`src/rtl/core/mmpp_pkg.sv`:
```
// ----------------------------------------------------------------------------
// mmpp_pkg
// Types and constants of the mouse motion packet port.
// ----------------------------------------------------------------------------
`default_nettype none

package mmpp_pkg;

   localparam int ACCUM_BITS = 12;

   typedef logic signed [ACCUM_BITS-1:0] accum_type;
   typedef logic signed [5:0]            motion_type;

   typedef enum logic [1:0] {
      REQ_FRAME = 2'd0,
      REQ_READ  = 2'd1,
      REQ_WRITE = 2'd2
   } req_kind_type;

   localparam accum_type ACCUM_MAX = {1'b0, {(ACCUM_BITS-1){1'b1}}};
   localparam accum_type ACCUM_MIN = {1'b1, {(ACCUM_BITS-1){1'b0}}};
   localparam accum_type CLAMP_HI  = accum_type'(31);
   localparam accum_type CLAMP_LO  = accum_type'(-31);

   localparam motion_type MOTION_HI = 6'sd31;
   localparam motion_type MOTION_LO = -6'sd31;
   localparam motion_type MOTION_P1 = 6'sd1;
   localparam motion_type MOTION_N1 = -6'sd1;

   localparam logic [2:0] PKT_NONE  = 3'd0;
   localparam logic [2:0] PKT_BYTE1 = 3'd1;
   localparam logic [2:0] PKT_BYTE2 = 3'd2;
   localparam logic [2:0] PKT_BYTE3 = 3'd3;
   localparam logic [2:0] PKT_DONE  = 3'd4;

   localparam logic [7:0] DIR_Y_NEG = 8'h0C;
   localparam logic [7:0] DIR_Y_POS = 8'h08;
   localparam logic [7:0] DIR_X_NEG = 8'h30;
   localparam logic [7:0] DIR_X_POS = 8'h20;

   localparam logic [2:0] STROBE_VALUE = 3'd1;
   localparam logic [3:0] BIT_COUNT    = 4'd8;

endpackage

`default_nettype wire

```
`src/rtl/core/mouse_motion_packet_port.sv`:
```
// ----------------------------------------------------------------------------
// mouse_motion_packet_port
// Controller-port mouse: motion accumulators, packet builder, serial readout.
// ----------------------------------------------------------------------------
// Flow: a word is registered on entry and processed from the entry register,
//   which holds a read until the answer register can take its reply.
// Throughput: one word per cycle; the entry register stalls only when it
//   holds a read while the answer register is full and not taken.
// Reset: synchronous, clears the motion and packet state and the entry and answer valid flags.
`default_nettype none

module mouse_motion_packet_port (
   input  wire logic        clock,
   input  wire logic        reset,
   input  wire logic        req_tvalid,
   output      logic        req_tready,
   input  wire logic [23:0] req_tdata,  // delta_x, delta_y, button_bits, write_value, pad
   input  wire logic [1:0]  req_tuser,  // req_type
   output      logic        rsp_tvalid,
   input  wire logic        rsp_tready,
   output      logic [7:0]  rsp_tdata   // data_bit, pad
);

   logic                 in_valid_ff, in_valid_in;
   logic [1:0]           in_kind_ff;
   logic [7:0]           in_dx_ff, in_dy_ff;
   logic [2:0]           in_btn_ff, in_wval_ff;

   logic                 rsp_valid_ff, rsp_valid_in;
   logic                 rsp_bit_ff, rsp_bit_in;

   logic [7:0]           shift_byte_ff, shift_byte_in;
   logic [3:0]           bit_pointer_ff, bit_pointer_in;
   logic                 strobe_ff, strobe_in;
   mmpp_pkg::accum_type  accum_x_ff, accum_x_in;
   mmpp_pkg::accum_type  accum_y_ff, accum_y_in;
   logic [2:0]           buttons_ff, buttons_in;
   logic [2:0]           pkt_count_ff, pkt_count_in;

   logic                 is_read, proc_word;
   logic                 req_accept;

   logic [mmpp_pkg::ACCUM_BITS:0] sum_x, sum_y;
   mmpp_pkg::motion_type          mot_x, mot_y;
   logic [4:0]                    mag_x, mag_y;
   logic [2:0]                    pkt_next;
   logic                          big_motion;
   logic [7:0]                    btn_bits;
   mmpp_pkg::accum_type           drain_x, drain_y;

   assign is_read    = (in_kind_ff == mmpp_pkg::REQ_READ);
   assign proc_word  = in_valid_ff && (!is_read || !rsp_valid_ff || rsp_tready);
   assign req_tready = !in_valid_ff || proc_word;
   assign req_accept = req_tvalid && req_tready;

   assign rsp_tvalid = rsp_valid_ff;
   assign rsp_tdata  = {7'd0, rsp_bit_ff};

   assign sum_x = {accum_x_ff[mmpp_pkg::ACCUM_BITS-1], accum_x_ff}
                + {{(mmpp_pkg::ACCUM_BITS-7){in_dx_ff[7]}}, in_dx_ff};
   assign sum_y = {accum_y_ff[mmpp_pkg::ACCUM_BITS-1], accum_y_ff}
                + {{(mmpp_pkg::ACCUM_BITS-7){in_dy_ff[7]}}, in_dy_ff};

   always_comb begin
      if (accum_x_ff > mmpp_pkg::CLAMP_HI) begin
         mot_x = mmpp_pkg::MOTION_HI;
      end else if (accum_x_ff < mmpp_pkg::CLAMP_LO) begin
         mot_x = mmpp_pkg::MOTION_LO;
      end else begin
         mot_x = accum_x_ff[5:0];
      end
      if (accum_y_ff > mmpp_pkg::CLAMP_HI) begin
         mot_y = mmpp_pkg::MOTION_HI;
      end else if (accum_y_ff < mmpp_pkg::CLAMP_LO) begin
         mot_y = mmpp_pkg::MOTION_LO;
      end else begin
         mot_y = accum_y_ff[5:0];
      end
   end

   assign mag_x    = mot_x[5] ? (~mot_x[4:0] + 5'd1) : mot_x[4:0];
   assign mag_y    = mot_y[5] ? (~mot_y[4:0] + 5'd1) : mot_y[4:0];
   assign btn_bits = {buttons_ff[1:0], 6'd0};
   assign drain_x  = accum_x_ff - {{(mmpp_pkg::ACCUM_BITS-6){mot_x[5]}}, mot_x};
   assign drain_y  = accum_y_ff - {{(mmpp_pkg::ACCUM_BITS-6){mot_y[5]}}, mot_y};
   assign pkt_next = (pkt_count_ff < mmpp_pkg::PKT_DONE) ? pkt_count_ff + 3'd1
                                                         : pkt_count_ff;
   assign big_motion = (mot_x > mmpp_pkg::MOTION_P1) || (mot_x < mmpp_pkg::MOTION_N1)
                    || (mot_y > mmpp_pkg::MOTION_P1) || (mot_y < mmpp_pkg::MOTION_N1)
                    || (pkt_count_ff == mmpp_pkg::PKT_BYTE1)
                    || (pkt_count_ff == mmpp_pkg::PKT_BYTE2);

   always_comb begin
      shift_byte_in  = shift_byte_ff;
      bit_pointer_in = bit_pointer_ff;
      strobe_in      = strobe_ff;
      accum_x_in     = accum_x_ff;
      accum_y_in     = accum_y_ff;
      buttons_in     = buttons_ff;
      pkt_count_in   = pkt_count_ff;
      rsp_bit_in     = rsp_bit_ff;
      rsp_valid_in   = rsp_valid_ff && !rsp_tready;
      if (proc_word) begin
         case (mmpp_pkg::req_kind_type'(in_kind_ff))
            mmpp_pkg::REQ_FRAME: begin
               if (sum_x[mmpp_pkg::ACCUM_BITS] != sum_x[mmpp_pkg::ACCUM_BITS-1]) begin
                  accum_x_in = sum_x[mmpp_pkg::ACCUM_BITS] ? mmpp_pkg::ACCUM_MIN
                                                           : mmpp_pkg::ACCUM_MAX;
               end else begin
                  accum_x_in = sum_x[mmpp_pkg::ACCUM_BITS-1:0];
               end
               if (sum_y[mmpp_pkg::ACCUM_BITS] != sum_y[mmpp_pkg::ACCUM_BITS-1]) begin
                  accum_y_in = sum_y[mmpp_pkg::ACCUM_BITS] ? mmpp_pkg::ACCUM_MIN
                                                           : mmpp_pkg::ACCUM_MAX;
               end else begin
                  accum_y_in = sum_y[mmpp_pkg::ACCUM_BITS-1:0];
               end
               buttons_in   = in_btn_ff;
               pkt_count_in = mmpp_pkg::PKT_NONE;
            end
            mmpp_pkg::REQ_READ: begin
               rsp_valid_in = 1'b1;
               if (bit_pointer_ff < mmpp_pkg::BIT_COUNT) begin
                  rsp_bit_in     = shift_byte_ff[~bit_pointer_ff[2:0]];
                  bit_pointer_in = bit_pointer_ff + 4'd1;
               end else begin
                  rsp_bit_in = 1'b0;
               end
            end
            mmpp_pkg::REQ_WRITE: begin
               if (strobe_ff && !in_wval_ff[0]) begin
                  bit_pointer_in = 4'd0;
                  if (big_motion) begin
                     pkt_count_in = pkt_next;
                     case (pkt_next)
                        mmpp_pkg::PKT_BYTE1: begin
                           shift_byte_in = btn_bits | {2'b00, mot_x[5], mag_x[4],
                                                        mot_y[5], mag_y[4], 2'b01};
                        end
                        mmpp_pkg::PKT_BYTE2: begin
                           shift_byte_in = {2'b00, mag_x[3:0], 2'b10};
                        end
                        mmpp_pkg::PKT_BYTE3: begin
                           shift_byte_in = {2'b00, mag_y[3:0], 2'b11};
                           accum_x_in    = drain_x;
                           accum_y_in    = drain_y;
                        end
                        default: begin
                           shift_byte_in = shift_byte_ff;
                        end
                     endcase
                  end else begin
                     shift_byte_in = btn_bits
                        | (mot_y[5] ? mmpp_pkg::DIR_Y_NEG : 8'd0)
                        | ((!mot_y[5] && mot_y != 6'sd0) ? mmpp_pkg::DIR_Y_POS : 8'd0)
                        | (mot_x[5] ? mmpp_pkg::DIR_X_NEG : 8'd0)
                        | ((!mot_x[5] && mot_x != 6'sd0) ? mmpp_pkg::DIR_X_POS : 8'd0);
                     accum_x_in = drain_x;
                     accum_y_in = drain_y;
                  end
               end
               strobe_in = (in_wval_ff == mmpp_pkg::STROBE_VALUE);
            end
            default: begin
               strobe_in = strobe_ff;
            end
         endcase
      end
   end

   assign in_valid_in = req_accept || (in_valid_ff && !proc_word);

   always_ff @(posedge clock) begin
      if (reset) begin
         in_valid_ff    <= 1'b0;
         rsp_valid_ff   <= 1'b0;
         shift_byte_ff  <= 8'd0;
         bit_pointer_ff <= 4'd0;
         strobe_ff      <= 1'b0;
         accum_x_ff     <= '0;
         accum_y_ff     <= '0;
         buttons_ff     <= 3'd0;
         pkt_count_ff   <= mmpp_pkg::PKT_NONE;
      end else begin
         in_valid_ff    <= in_valid_in;
         rsp_valid_ff   <= rsp_valid_in;
         shift_byte_ff  <= shift_byte_in;
         bit_pointer_ff <= bit_pointer_in;
         strobe_ff      <= strobe_in;
         accum_x_ff     <= accum_x_in;
         accum_y_ff     <= accum_y_in;
         buttons_ff     <= buttons_in;
         pkt_count_ff   <= pkt_count_in;
      end
   end

   always_ff @(posedge clock) begin
      rsp_bit_ff <= rsp_bit_in;
      if (req_accept) begin
         in_kind_ff <= req_tuser;
         in_dx_ff   <= req_tdata[7:0];
         in_dy_ff   <= req_tdata[15:8];
         in_btn_ff  <= req_tdata[18:16];
         in_wval_ff <= req_tdata[21:19];
      end
   end

endmodule

`default_nettype wire

```
`config.mk`:
```
export PLATFORM = sky130hd
export DESIGN_NAME = mouse_motion_packet_port
export DESIGN_NICKNAME = d
export VERILOG_FILES = /design/src/rtl/core/mmpp_pkg.sv /design/src/rtl/core/mouse_motion_packet_port.sv
export SDC_FILE = /design/constraint.sdc
export NUM_CORES = 1
export LEC_CHECK = 0
export ABC_AREA = 1
export BUFFER_PORTS_ARGS = -buffer_cell sky130_fd_sc_hd__buf_2
export CAP_MARGIN = 30
export CELL_PAD_IN_SITES_DETAIL_PLACEMENT = 0
export CELL_PAD_IN_SITES_GLOBAL_PLACEMENT = 2
export CORE_MARGIN = 2
export CORE_UTILIZATION = 37
export DETAILED_ROUTE_END_ITERATION = 8
export PLACE_DENSITY = 0.84
export REMOVE_ABC_BUFFERS = 1
export SLEW_MARGIN = 40
export SYNTH_ARGS = -nofsm -noshare
export SYNTH_HDL_FRONTEND = slang
export SYNTH_SLANG_ARGS = --single-unit
```
`constraint.sdc`:
```
create_clock -name clock -period 5.87 [get_ports clock]
set_input_delay 0.2935 -clock clock [delete_from_list [all_inputs] [get_ports clock]]
set_output_delay 0.2935 -clock clock [all_outputs]
set_load 0.005 [all_outputs]
```
Yosys cells after proc, flatten, opt, wreduce, memory -nomap -nowiden
Cells that the tools add are included.
{"block": "classes", "add_sub_neg": 8, "eq_ne": 15, "n_div": 0, "order_cmp": 11, "n_mul": 0, "bitwise_logic": 8, "shifts": 0, "muxes": 35, "reduce_logical": 36}
{"op": "two-way mux 12 bit", "count": 10}
{"op": "one-hot mux 12 bit (2 select lines)", "count": 2}
{"op": "two-way mux 6 bit", "count": 6}
{"op": "adder 12 x 8 -> 13 bit", "count": 2}
{"op": "greater-than comparator 12 x 6 -> 1 bit, second input constant", "count": 2}
{"op": "< comparator 12 x 6 -> 1 bit, second input constant", "count": 2}
{"op": "bitwise OR 8 x 6 -> 8 bit", "count": 3}
{"op": "one-hot mux 8 bit (3 select lines)", "count": 1}
{"op": "subtractor 12 bit", "count": 2}
{"op": "two-way mux 4 bit", "count": 4}
{"op": "bitwise OR 8 x 4 -> 8 bit", "count": 2}
{"op": "AND reduction 4 bit", "count": 4}
{"op": "greater-than comparator 6 x 2 -> 1 bit, second input constant", "count": 2}
{"op": "< comparator 6 x 1 -> 1 bit, second input constant", "count": 2}
{"op": "nonzero test 6 bit", "count": 2}
{"op": "adder 5 x 1 -> 5 bit, second input constant", "count": 2}
{"op": "two-way mux 5 bit", "count": 2}
{"op": "NOT 5 bit", "count": 2}
{"op": "== test 3 x 1 -> 1 bit, second input constant", "count": 3}
{"op": "== test 3 x 2 -> 1 bit, second input constant", "count": 3}
{"op": "logical OR 1 bit", "count": 9}
{"op": "two-way mux 3 bit", "count": 3}
{"op": "zero test 1 bit", "count": 8}
{"op": "two-way mux 8 bit", "count": 1}
{"op": "other kinds (21)", "count": 34}
{"block": "totals", "mem_bits_ro": 0, "mem_bits_rw": 0, "ff_bits": 68, "n_memories": 0, "word_cells": 128, "inputBits": 30, "latch_bits": 0}

Logic depth before layout (Yosys ltp)
Gate-level depths: netlist of run 1.
{"block": "depth", "depth_word": 12, "mapped_depth": 22, "depth_no_buf": 21}

Least setup slack after synthesis of run 1
No wires, ideal clock.
{"block": "synth_path", "kind": "flip-flop to flip-flop", "startpoint": "reg accum_x_ff[1]", "endpoint": "reg accum_x_ff[10]", "stages_incl_launch_ff": 22, "arrival_time_ns": 2.497, "setup_slack_ns": 3.236, "setup_ns": 0.137, "cell_sequence": "dfxtp_1 -> nor2_1 -> nand3_1 -> nand3_1 -> nand2_2 -> inv_1 -> nor3_1 -> inv_1 -> ha_1 -> inv_1 -> fa_1 -> a21oi_1 -> o21ai_0 -> nand2_1 -> nand2_1 -> nand2_1 -> nand2_1 -> nand2_1 -> nand2_1 -> nand2_1 -> nand3_2 -> a21oi_1"}
{"block": "synth_between", "elab_chain_len": 12, "elab_cells_between_ends": 22}
{"element": "start, declared", "line": "mouse_motion_packet_port.sv:35", "source": "mmpp_pkg::accum_type accum_x_ff, accum_x_in;"}
{"element": "start signal, assigned", "line": "mouse_motion_packet_port.sv:190", "source": "accum_x_ff <= accum_x_in;"}
{"element": "< comparator 12 x 6 -> 1 bit", "line": "mouse_motion_packet_port.sv:67", "source": "end else if (accum_x_ff < mmpp_pkg::CLAMP_LO) begin"}
{"element": "two-way mux 6 bit", "line": "mouse_motion_packet_port.sv:67"}
{"element": "two-way mux 6 bit", "line": "mouse_motion_packet_port.sv:65", "source": "if (accum_x_ff > mmpp_pkg::CLAMP_HI) begin"}
{"element": "greater-than comparator 6 x 2 -> 1 bit or < comparator 6 x 1 -> 1 bit (tied branches)", "line": "mouse_motion_packet_port.sv:88", "source": "assign big_motion = (mot_x > mmpp_pkg::MOTION_P1) || (mot_x < mmpp_pkg::MOTION_N1)"}
{"element": "logical OR 1 bit", "line": "mouse_motion_packet_port.sv:88"}
{"element": "logical OR 1 bit (2 in a row)", "line": "mouse_motion_packet_port.sv:89", "source": "|| (mot_y > mmpp_pkg::MOTION_P1) || (mot_y < mmpp_pkg::MOTION_N1)"}
{"element": "logical OR 1 bit", "line": "mouse_motion_packet_port.sv:90", "source": "|| (pkt_count_ff == mmpp_pkg::PKT_BYTE1)"}
{"element": "logical OR 1 bit", "line": "mouse_motion_packet_port.sv:91", "source": "|| (pkt_count_ff == mmpp_pkg::PKT_BYTE2);"}
{"element": "two-way mux 12 bit", "line": "mouse_motion_packet_port.sv:133", "source": "if (big_motion) begin"}
{"element": "two-way mux 12 bit", "line": "mouse_motion_packet_port.sv:131", "source": "if (strobe_ff && !in_wval_ff[0]) begin"}
{"element": "one-hot mux 12 bit (2 select lines)", "line": "mouse_motion_packet_port.sv:104", "source": "case (mmpp_pkg::req_kind_type'(in_kind_ff))"}
Several ways; a longest one is shown, not always the timed one. The select of a mux whose other input is x is not followed.
A chain may end at the register's enable or synchronous reset.

Worst setup path in the final report of run 1
{"block": "layout_path", "startpoint": "reg accum_x_ff[11]", "endpoint": "reg accum_x_ff[10]"}
Same word-level chain as after synthesis.

==> out/metrics.csv, run 1 <==
stage;metric;value;unit
outcome;outcome;finished clean;
route;wirelength;16200;µm
cts;cts_setup_buffers;0;
sta;tightest_slew;787;ps
critical_path;worst-path-buf-inv;4;
cts;cts.sinks;68;
sta;period_minus_slack;3550;ps
final_layout;seq_area;0.00160;mm²
logic_synthesis;seq_area_frac_synth;26.6;%
power;p_leak;3.18;nW
sta;setup_viol;0;
die;row_count;46;
critical_path;cp.arrival;3750;ps
final_layout;final_nets;1015;
final_layout;final_area;0.00665;mm²
die;die_area;0.0173;mm²
power;comb_power_share;34.2;%
global_route;grt_max_degree;34;
power;p_sw;619;µW
hold_path;hold_class;in -> reg;
power;intPower;1.08;mW
power;clock_power_share;34.5;%
route;firstDrtPassIters;5;
die;die_w;132;µm
global_route;track_usage;19.4;%
cts;cts_made_buffers;9;
critical_path;critPathKind;reg -> reg;
global_route;grt_pass1_vias;5496;
sta;slew_violations;0;
route;first_iter_violations;290;
place;port-buffer-count;29;
logic_synthesis;yosys.area.top_type;dfxtp_1;
final_layout;fill_cells;1701;
cts;tritoncts;built;
logic_synthesis;ys_seq_elements;68;
final_layout;area_growth;10.6;%
sta;hold_viol;0;
cts;ctsRootBufferMaster;clkbuf_16;
critical_path;worstPathMaxFanout;13;
logic_synthesis;async_reset_ff_share;0;%
logic_synthesis;yosysMostFrequentCell;nand2_1;
critical_path;crit_family;simple AND/OR/NAND/NOR gates;
route;wl_per_cell;14.2;µm
sta;fin_setup_tns;0;ps
critical_path;critPathLaunchType;register;
cts;ctsHoldBuffers;0;
cts;clk_path_buf_depth;2;
logic_synthesis;synthCells;899;
cts;ctsHtreeMaxLevel;3;
power;ir_drop;142;µV
logic_synthesis;synthTopCellsByArea;dfxtp_1 15%, nand2_1 13%, edfxtp_1 12%, ha_1 12%, nor2_1 7.9%;
place;placed_area;0.00633;mm²
route;ant_nets;0;
logic_synthesis;syn_area_per_cell;6.69;µm²
sta;finClkSkew;6.46;ps
power;power.density;255;mW/mm²
die;coreArea;0.0159;mm²
flow_run;max_cap_viol_count;0;
die;start_util;37.9;%
logic_synthesis;synthesis.area;0.00602;mm²
global_route;antenna_found_initial;0;
critical_path;cp_slowest_cell;dfxtp_1;
critical_path;crit_chain;inv_4, nand2_2, inv_1, nor3_1, inv_1, ha_1, inv_1, fa_1, a21oi_1, o21ai_0, nand2_1, nand2_1, nand2_1, nand2_1, nand2_1, nand2_1, nand2_1, nand3_2, a21oi_1;
final_layout;antennaDiodeCount;0;
logic_synthesis;synth_flop_cell;dfxtp_1;
die;die_y;132;µm
global_route;grt_overflow;0;
sta;fin_crit_sh;60.5;%
logic_synthesis;yosys-top-cells-count;207 x nand2_1, 127 x nor2_1, 96 x inv_1, 81 x a21oi_1, 57 x ha_1;
sta;rsz0062_at_grt;no;
route;num_vias;5771;
place;gp_congestion;0.867;
logic_synthesis;yosysWarningCount;0;
logic_synthesis;netlist.area_leader.share;14.6;%
place;hpwl;12500;µm
route;drc;0;
power;swShare;36.5;%
die;ios;40;
critical_path;critPathCaptureType;register;
sta;relSlewSlack;47.2;%
logic_synthesis;synth_cell_types;46;
cts;cts.clk_slew.worst_paths;60;ps
sta;fmax;0.282;GHz
power;seq_power_share;31.3;%
final_layout;finalCoreUtilization;41.9;%
final_layout;drive_gt1_share;9.15;%
final_layout;multiInputGateArea;0.00388;mm²
logic_synthesis;synth_edf_count;24;
cts;worstSkewPairLatency;340;ps
critical_path;critPathRequiredTime;6070;ps
cts;cts_resized;0;
global_route;grt_pass1_wl;27200;µm
critical_path;slowest_delay;680;ps
route;vias_per_cell;5.04;
critical_path;path_common_cell;nand2_1;
## metal layers
layer | track usage [%] | routed length, µm | up-vias
met5 | 0 | 0 | -
met2 | 31.9 | 7610 | 84
li1 | - | - | 3020
met1 | 25.6 | 7820 | 2650
met4 | 6.82 | 388 | 0
met3 | 3.28 | 423 | 17
## power groups by stage
stage / registers [mW] / clock network, mW / logic [mW]
3_5_place_dp: 0.542 / 0 / 0.577
3_3_place_gp: 0.542 / 0 / 0.572
5_1_grt: 0.535 / 0.628 / 0.668
2_1_floorplan: 0.534 / 0 / 0.443
6_report: 0.531 / 0.586 / 0.580
4_1_cts: 0.532 / 0.604 / 0.581
## cell families after synthesis
group	Yosys count	synth area share (%)
adder cells (fa/ha/maj)	61	13.2
AND/OR/NAND/NOR	444	31.6
XOR/XNOR	22	3.20
flip-flops	68	26.6
other	1	0.0623
buffers and inverters	128	9.21
AO/OA/AOI/OAI	175	16.1
## cell type report
type,instances,share of cell area (%)
flip-flops and latches,68,24.1
repair buffers,34,2.86
inverters,102,5.87
well taps,216,4.06
multi-input cells,709,58.4
clock inverters,7,1.37
clock buffers,9,3.39
## sequential cells by signal (all words and copies together), names as in the netlist
| signal | count |
|---|---|
| in_dx_ff | 8 |
| in_valid_ff | 1 |
| in_kind_ff | 2 |
| in_wval_ff | 3 |
| in_btn_ff | 2 |
| in_dy_ff | 8 |
| buttons_ff | 2 |
| strobe_ff | 1 |
| accum_x_ff | 12 |
| rsp_bit_ff | 1 |
| shift_byte_ff | 8 |
| accum_y_ff | 12 |
| bit_pointer_ff | 4 |
| pkt_count_ff | 3 |
| rsp_tvalid | 1 |
## placed cells by master, fill, tap and decap left out, types with 3 or more instances in the layout
cell type | Yosys | routed
a21oi_2 | 4 | 4
nand2_2 | 8 | 8
conb_1 | 1 | 7
clkbuf_16 | 0 | 9
xor2_1 | 13 | 13
buf_2 | 2 | 29
nor3_1 | 17 | 17
ha_1 | 57 | 57
xnor2_1 | 9 | 9
dfxtp_1 | 44 | 44
buf_4 | 11 | 4
o211ai_1 | 4 | 4
nand4_1 | 14 | 14
edfxtp_1 | 24 | 24
a21oi_1 | 81 | 81
inv_2 | 4 | 5
nor2_1 | 127 | 127
o21bai_1 | 3 | 3
inv_1 | 96 | 94
clkinv_2 | 0 | 3
o21ai_1 | 18 | 18
fa_1 | 4 | 4
nand3_1 | 55 | 55
nand3_2 | 7 | 7
a31oi_1 | 4 | 4
o21ai_0 | 47 | 47
nand2_1 | 207 | 207
a21o_1 | 3 | 3
## metrics by stage
step / hold slack (ps) / power (mW) / instances / worst slack (ps)
after detailed placement: 458 / 1.12 / 1129 / 2280
after global placement: 454 / 1.11 / 1128 / 2190
after CTS: 112 / 1.72 / 1145 / 2260
after floorplan: 356 / 0.977 / 879 / 2750
final: 124 / 1.70 / 1145 / 2320
after global routing: 107 / 1.83 / 1145 / 1900
## path summary, 6_finish.rpt
kind	start	end	slack [ps]	cells past startpoint
worst max-delay path	accum_x_ff[11]	accum_x_ff[10]	2320	19
worst min-delay path	req_tuser[1]	in_kind_ff[1]	120	1
worst max register to register	accum_x_ff[11]	accum_x_ff[10]	2320	19
worst min register to register	shift_byte_ff[6]	shift_byte_ff[6]	470	2
## worst register-to-register path: cells and delay by family, from the launching register on
kind            cells  cell delay, ps
compound gates      3             560
buf+inv             4             520
fa+ha+maj           2             460
simple gates       10            1170
flops               1             680
No activity file was read; power rests on OpenSTA's default activity.
==> inputs of run 2 (changes only) <==
--- a/config.mk
+++ b/config.mk
@@ -5,15 +5,15 @@
 export SDC_FILE = /design/constraint.sdc
 export NUM_CORES = 1
 export LEC_CHECK = 0
-export ABC_AREA = 1
+export ABC_AREA = 0
 export BUFFER_PORTS_ARGS = -buffer_cell sky130_fd_sc_hd__buf_2
 export CAP_MARGIN = 30
 export CELL_PAD_IN_SITES_DETAIL_PLACEMENT = 0
 export CELL_PAD_IN_SITES_GLOBAL_PLACEMENT = 2
 export CORE_MARGIN = 2
-export CORE_UTILIZATION = 37
+export CORE_UTILIZATION = 38
 export DETAILED_ROUTE_END_ITERATION = 8
-export PLACE_DENSITY = 0.84
+export PLACE_DENSITY = 0.8
 export REMOVE_ABC_BUFFERS = 1
 export SLEW_MARGIN = 40
 export SYNTH_ARGS = -nofsm -noshare
==> constraint.sdc (replaced) <==
create_clock -name clock -period 3.54 [get_ports clock]
set_input_delay 0.177 -clock clock [delete_from_list [all_inputs] [get_ports clock]]
set_output_delay 0.177 -clock clock [all_outputs]
set_load 0.005 [all_outputs]
==> run 2 against run 1 <==
  * First-iteration DRC count rose by 51%
  * Combinational power up 44%
  * Sequential cell count unchanged
  * Sequential share of layout area is 1.7 points lower
  * Critical path type unchanged
  * Largest cell class unchanged
  * Highest routed layer unchanged
==> out/metrics.csv, run 2 <==
stage;metric;value;unit;change
sta;slew_violations;0;;unchanged
sta;finClkSkew;10.6;ps;was 6.46 ps
outcome;outcome;finished clean;;unchanged
cts;cts.clk_slew.worst_paths;60;ps;about the same
logic_synthesis;yosys-top-cells-count;66 x nor2_1, 64 x a21oi_1, 58 x nand2_1, 57 x ha_1, 44 x dfxtp_1;;was 207 x nand2_1, 127 x nor2_1, 96 x inv_1, 81 x a21oi_1, 57 x ha_1
final_layout;area_growth;22.3;%;was 10.6%
cts;worstSkewPairLatency;340;ps;about the same
cts;ctsRootBufferMaster;clkbuf_16;;unchanged
power;p_sw;858;µW;was 619 µW
logic_synthesis;synth_cell_types;80;;was 46
die;die_w;128;µm;was 132 µm
logic_synthesis;async_reset_ff_share;0;%;unchanged
final_layout;finalCoreUtilization;47.2;%;was 41.9%
power;seq_power_share;32.1;%;was 31.3%
logic_synthesis;synthCells;709;;was 899
global_route;antenna_found_initial;0;;unchanged
die;start_util;38.6;%;was 37.9%
sta;relSlewSlack;56.7;%;was 47.2%
route;firstDrtPassIters;5;;unchanged
critical_path;cp.arrival;3560;ps;was 3750 ps
critical_path;critPathKind;reg -> reg;;unchanged
sta;period_minus_slack;3340;ps;was 3550 ps
place;port-buffer-count;29;;unchanged
logic_synthesis;synthesis.area;0.00585;mm²;was 0.00602 mm²
route;num_vias;5622;;was 5,771
logic_synthesis;synth_flop_cell;dfxtp_1;;unchanged
logic_synthesis;syn_area_per_cell;8.25;µm²;was 6.69 µm²
route;first_iter_violations;437;;was 290
logic_synthesis;yosys.area_share.adder;13.6;%;was 13.2%
die;die_y;128;µm;was 132 µm
sta;fmax;0.300;GHz;was 0.282 GHz
sta;fin_crit_sh;94.3;%;was 60.5%
power;clock_power_share;36.7;%;was 34.5%
critical_path;worstPathMaxFanout;4;;was 13
power;p_total;2.66;mW;was 1.70 mW
logic_synthesis;yosys.area.top_type;dfxtp_1;;unchanged
sta;fin_setup_tns;0;ps;unchanged
cts;clk_path_buf_depth;2;;unchanged
place;pre_cts_ws;-13.9;ps;was 2280 ps
logic_synthesis;yosysMostFrequentCell;nor2_1;;was nand2_1
logic_synthesis;synth_top_family_by_area;compound AO/OA/AOI/OAI gates;;was simple AND/OR/NAND/NOR gates
logic_synthesis;seq_area_frac_synth;27.4;%;was 26.6%
hold_path;hold_class;in -> reg;;unchanged
final_layout;final_nets;890;;was 1,015
place;hpwl;12600;µm;was 12,500 µm
final_layout;drive_gt1_share;17.0;%;was 9.15%
die;row_count;45;;was 46
critical_path;critPathCaptureType;register;;unchanged
global_route;grt_pass1_vias;5395;;was 5,496
cts;ctsHtreeMaxLevel;3;;unchanged
die;coreArea;0.0151;mm²;was 0.0159 mm²
cts;cts_made_buffers;9;;unchanged
route;drc;0;;unchanged
sta;tightest_slew;645;ps;was 787 ps
logic_synthesis;synth_compound_area_share;27.2;%;was 16.1%
final_layout;fill_cells;1472;;was 1,701
logic_synthesis;synthMuxAreaShare;1.65;%;was 0%
global_route;track_usage;20.7;%;was 19.4%
logic_synthesis;synth_edf_count;24;;unchanged
global_route;grt_pass1_wl;27000;µm;was 27,200 µm
route;wl_per_cell;16.6;µm;was 14.2 µm
final_layout;antennaDiodeCount;0;;unchanged
die;ios;40;;unchanged
logic_synthesis;yosysWarningCount;0;;unchanged
logic_synthesis;netlist.area_leader.share;15.1;%;was 14.6%
sta;layout_setup_ws;203;ps;was 2320 ps
power;power.density;372;mW/mm²;was 255 mW/mm²
critical_path;critPathRequiredTime;3770;ps;was 6070 ps
flow_run;max_cap_viol_count;0;;unchanged
global_route;grt_max_degree;47;;was 34
final_layout;layout_common_cells;66 x nor2_1, 62 x a21oi_1, 57 x nand2_1, 57 x ha_1, 55 x buf_4;;was 207 x nand2_1, 127 x nor2_1, 94 x inv_1
logic_synthesis;ys_seq_elements;68;;unchanged
route;wirelength;16500;µm;was 16,200 µm
power;comb_power_share;31.3;%;was 34.2%
logic_synthesis;synthTopCellsByArea;dfxtp_1 15%, edfxtp_1 12%, ha_1 12%, a21oi_1 5.5%, nor2_1 4.2%;;was dfxtp_1 15%, nand2_1 13%, edfxtp_1 12%, ha_1 12%, nor2_1 7.9%
final_layout;reg.largest.list;accum_x_ff (12), accum_y_ff (12);;unchanged
route;ant_nets;0;;unchanged
critical_path;critPathLaunchType;register;;unchanged
die;die_area;0.0164;mm²;was 0.0173 mm²
power;swShare;32.2;%;was 36.5%
sta;rsz0062_at_grt;yes;;was no
cts;cts.sinks;68;;unchanged
route;vias_per_cell;5.67;;was 5.04
sta;hold_viol;0;;unchanged
cts;tritoncts;built;;unchanged
logic_synthesis;synthXorXnorAreaFrac;4.19;%;was 3.20%
power;p_leak;2.89;nW;was 3.18 nW
logic_synthesis;yosys.area_share.simple;20.9;%;was 31.6%
power;ir_drop;244;µV;was 142 µV
global_route;grt_overflow;0;;unchanged
sta;setup_viol;0;;unchanged
power;intPower;1.81;mW;was 1.08 mW
final_layout;final_common_cell;nor2_1;;was nand2_1
place;gp_congestion;0.892;;was 0.867
run 2: kinds of logic (layout without fill, tap and decap cells):
kind of cell             Yosys count  count (layout)
AND/OR/NAND/NOR                  242             242
AO/OA/AOI/OAI                    235             235
flip-flops                        68              68
buffers and inverters             67             156
adder cells (fa/ha/maj)           61              61
XOR/XNOR                          28              28
multiplexers                       7               7
other                              1               7
run 2: per-layer routing:
metal / wire (µm) / track usage (%) / up-vias
met5: 0 / 0 / -
met4: 193 / 6.40 / 0
met3: 448 / 2.42 / 12
met2: 8010 / 35.9 / 97
met1: 7840 / 26.9 / 2686
li1: - / - / 2827
run 2: area by class of cell:
type,instances,area [µm²],share of cell area (%)
Clock inverter,6,68.8,0.962
Inverter,35,131,1.84
Multi-Input combinational cell,580,4070,56.9
Clock buffer,10,250,3.50
Tap cell,188,235,3.29
Sequential cell,68,1600,22.4
Timing Repair Buffer,105,795,11.1
run 2: worst max-delay path, stage by stage, from the launching register on:
cell	delay (ps)
dfxtp_1	340
nor4_2	380
a21oi_1	200
or3_1	370
ha_1	210
inv_1	80
fa_1	190
a21o_1	160
o211ai_1	160
a31oi_2	220
a31oi_1	140
nor2b_1	210
and3_1	190
o31ai_1	80
a32o_1	290
run 2: final timing paths:
check	startpoint	to	slack, ps	depth (start not counted)
worst max register to register	accum_y_ff[5]	accum_y_ff[10]	200	14
worst max-delay path	accum_y_ff[5]	accum_y_ff[10]	200	14
worst min-delay path	req_tdata[4]	in_dx_ff[4]	10	1
worst min register to register	shift_byte_ff[7]	shift_byte_ff[7]	450	2
run 2: metrics by stage:
stage               instance area, µm²  instances  hold slack, ps
global route                      7160        992            2.95
global placement                  6530        956             353
finish                            7160        992            11.2
detailed placement                6550        957             356
CTS                               7040        990           0.784
floorplan                         5700        683             245
run 2: timing repair:
item / CTS / global route
endpoints found under the hold margin: 17 / 0
hold buffers: 17 / 0
setup buffers: 0 / 2
endpoints found under the setup margin: 1 / 24
pin swaps: 0 / 7
gates resized for setup: 1 / 18
cloned: 0 / 0
run 2: power groups by stage:
stage | combinational (mW) | sequential [mW] | clock [mW]
final | 0.833 | 0.854 | 0.977
after detailed placement | 0.784 | 0.870 | 0
after CTS | 0.805 | 0.853 | 1.01
after global routing | 0.924 | 0.857 | 1.03
after global placement | 0.775 | 0.869 | 0
after floorplan | 0.541 | 0.874 | 0
==> inputs of run 3 (changes only) <==
--- a/config.mk
+++ b/config.mk
@@ -10,6 +10,7 @@
 export CAP_MARGIN = 30
 export CELL_PAD_IN_SITES_DETAIL_PLACEMENT = 0
 export CELL_PAD_IN_SITES_GLOBAL_PLACEMENT = 2
+export CORE_ASPECT_RATIO = 2
 export CORE_MARGIN = 2
 export CORE_UTILIZATION = 38
 export DETAILED_ROUTE_END_ITERATION = 8
==> run 3 against run 2 <==
  * Worst hold slack worse by 3.5 ps
  * Clock power is 15% lower
  * Sequential cell count stayed put
  * Die area is 0.37% higher
  * Maximum frequency is 2.6% lower
  * Final cell count is 1.3% higher
  * Utilization is 0.11 points lower
  * Via count is 2.1% higher
  * Sequential power hardly changed
  * Critical path type unchanged
  * Critical endpoint is now accum_x_ff[11]
  * Largest cell class unchanged
  * Highest routed layer unchanged
==> out/metrics.csv, run 3 (same netlist as run 2, synthesis figures left out) <==
stage;metric;value;unit;change
critical_path;critPathKind;reg -> reg;;unchanged
die;start_util;38.5;%;was 38.6%
die;ios;40;;unchanged
route;wl_per_cell;18.0;µm;was 16.6 µm
route;vias_per_cell;5.71;;was 5.67
route;num_vias;5739;;was 5,622
critical_path;cp-startpoint;accum_x_ff[10];;was accum_y_ff[5]
route;wirelength;18100;µm;was 16,500 µm
critical_path;critPathCaptureType;register;;unchanged
die;row_count;64;;was 45
outcome;outcome;finished clean;;unchanged
global_route;grt_pass1_vias;5878;;was 5,395
critical_path;cp.arrival;3690;ps;was 3560 ps
global_route;grt_overflow;0;;unchanged
cts;worstSkewPairLatency;350;ps;was 340 ps
critical_path;r2r-start;accum_x_ff[10];;was accum_y_ff[5]
final_layout;antennaDiodeCount;0;;unchanged
final_layout;multiInputGateArea;0.00412;mm²;was 0.00407 mm²
die;die_w;91.7;µm;was 128 µm
die;coreArea;0.0152;mm²;was 0.0151 mm²
route;firstDrtPassIters;4;;was 5
hold_path;hold_class;in -> reg;;unchanged
power;ir_drop;264;µV;was 244 µV
final_layout;final_cells;1005;;was 992
cts;clk_path_buf_depth;2;;unchanged
place;hpwl;14300;µm;was 12,600 µm
route;drc;0;;unchanged
sta;hold_viol;0;;unchanged
sta;period_minus_slack;3430;ps;was 3340 ps
die;die_y;179;µm;was 128 µm
global_route;antenna_found_initial;0;;unchanged
route;first_iter_violations;234;;was 437
sta;fin_setup_tns;0;ps;unchanged
flow_run;max_cap_viol_count;0;;unchanged
critical_path;worstPathMaxFanout;5;;was 4
global_route;track_usage;22.5;%;was 20.7%
cts;cts_made_buffers;9;;unchanged
final_layout;area_growth;22.6;%;was 22.3%
critical_path;critPathRequiredTime;3800;ps;was 3770 ps
global_route;grt_pass1_wl;29300;µm;was 27,000 µm
sta;relSlewSlack;53.6;%;was 56.7%
sta;slew_violations;0;;unchanged
sta;tightest_slew;696;ps;was 645 ps
sta;setup_viol;0;;unchanged
final_layout;final_nets;893;;was 890
critical_path;critPathLaunchType;register;;unchanged
cts;tritoncts;built;;unchanged
final_layout;finalCoreUtilization;47.1;%;was 47.2%
sta;fin_crit_sh;96.8;%;was 94.3%
cts;ctsRootBufferMaster;clkbuf_16;;unchanged
cts;ctsHtreeMaxLevel;3;;unchanged
place;gp_congestion;0.932;;was 0.892
place;dp.cells;973;;was 957
sta;fmax;0.292;GHz;was 0.300 GHz
global_route;grt_max_degree;47;;unchanged
final_layout;final_common_cell;nor2_1;;unchanged
final_layout;layout_common_cells;65 x nor2_1, 63 x buf_4, 61 x a21oi_1;;was 66 x nor2_1, 62 x a21oi_1, 57 x nand2_1, 57 x ha_1, 55 x buf_4
final_layout;seq_area;0.00160;mm²;unchanged
power;power.density;359;mW/mm²;was 372 mW/mm²
sta;finClkSkew;8.06;ps;was 10.6 ps
final_layout;fill_cells;1541;;was 1,472
cts;cts.sinks;68;;unchanged
cts;cts.clk_slew.worst_paths;60;ps;about the same
route;ant_nets;0;;unchanged
hold_path;holdCritStartpoint;req_tdata[11];;was req_tdata[4]
final_layout;reg.largest.list;accum_x_ff (12), accum_y_ff (12);;unchanged
place;port-buffer-count;29;;unchanged
power;p_total;2.58;mW;was 2.66 mW
power;p_leak;2.88;nW;was 2.89 nW
die;die_area;0.0165;mm²;was 0.0164 mm²
final_layout;drive_gt1_share;18.6;%;was 17.0%
## run 3: cell count changes in the layout (fill, tap and decap cells not counted), sizes merged
cell,delta
buf,+7
dlygate4sd3,-4
clkinvlp,+2
bufinv,-1
inv,-1
## run 3: final timing paths
kind,end,slack (ps),depth (start not counted)
worst max-delay path,accum_x_ff[11],110,14
worst min-delay path,in_dy_ff[3],8,1
worst max register to register,accum_x_ff[11],110,14
worst min register to register,shift_byte_ff[2],450,2
## run 3: through the flow
step | cell area (µm²) | worst slack [ps] | hold WS (ps)
global placement | 6600 | 20.7 | 353
floorplan | 5700 | -153 | 245
finish | 7170 | 113 | 7.69
global route | 7170 | -99.7 | 2.17
detailed placement | 6620 | -46.4 | 355
CTS | 7020 | 6.98 | 0.102
## run 3: area by class of cell
class | count | share of cell area [%]
flip-flops and latches | 68 | 22.3
clock inverters | 6 | 0.576
well taps | 198 | 3.45
multi-input cells | 580 | 57.4
clock buffers | 10 | 3.19
inverters | 35 | 1.83
repair buffers | 108 | 11.2
## run 3: what timing repair did
item | 4_1_cts | 5_1_grt
pin swaps | 1 | 9
hold buffers | 13 | 0
hold endpoints to repair | 13 | 0
gates resized for setup | 1 | 25
endpoints found under the setup margin | 1 | 23
buffers inserted | 0 | 3
## run 3: metal layers
metal / global-route usage, % / vias up / wire [µm]
li1: - / 2822 / -
met1: 21.8 / 2770 / 6550
met2: 43.5 / 89 / 10300
met3: 2.43 / 58 / 276
met4: 14.3 / 0 / 953
met5: 0 / - / 0
## run 3: power by group
part	internal [mW]	total [mW]	switching, mW
Sequential	0.836	0.856	0.0195
Clock	0.472	0.829	0.357
Combinational	0.408	0.893	0.485
Total	1.72	2.58	0.861
## run 3: critical path: stages (launching register included)
cell and delay (ps):
dfxtp_1 340, nand2_2 100, a311oi_2 340, nand2b_4 210
a21boi_2 190, inv_2 80, ha_1 280, nand3b_1 120
nand2_2 90, a311oi_4 380, a211oi_2 130, o21ai_1 220
a21oi_1 100, or4b_1 480, a311oi_2 250
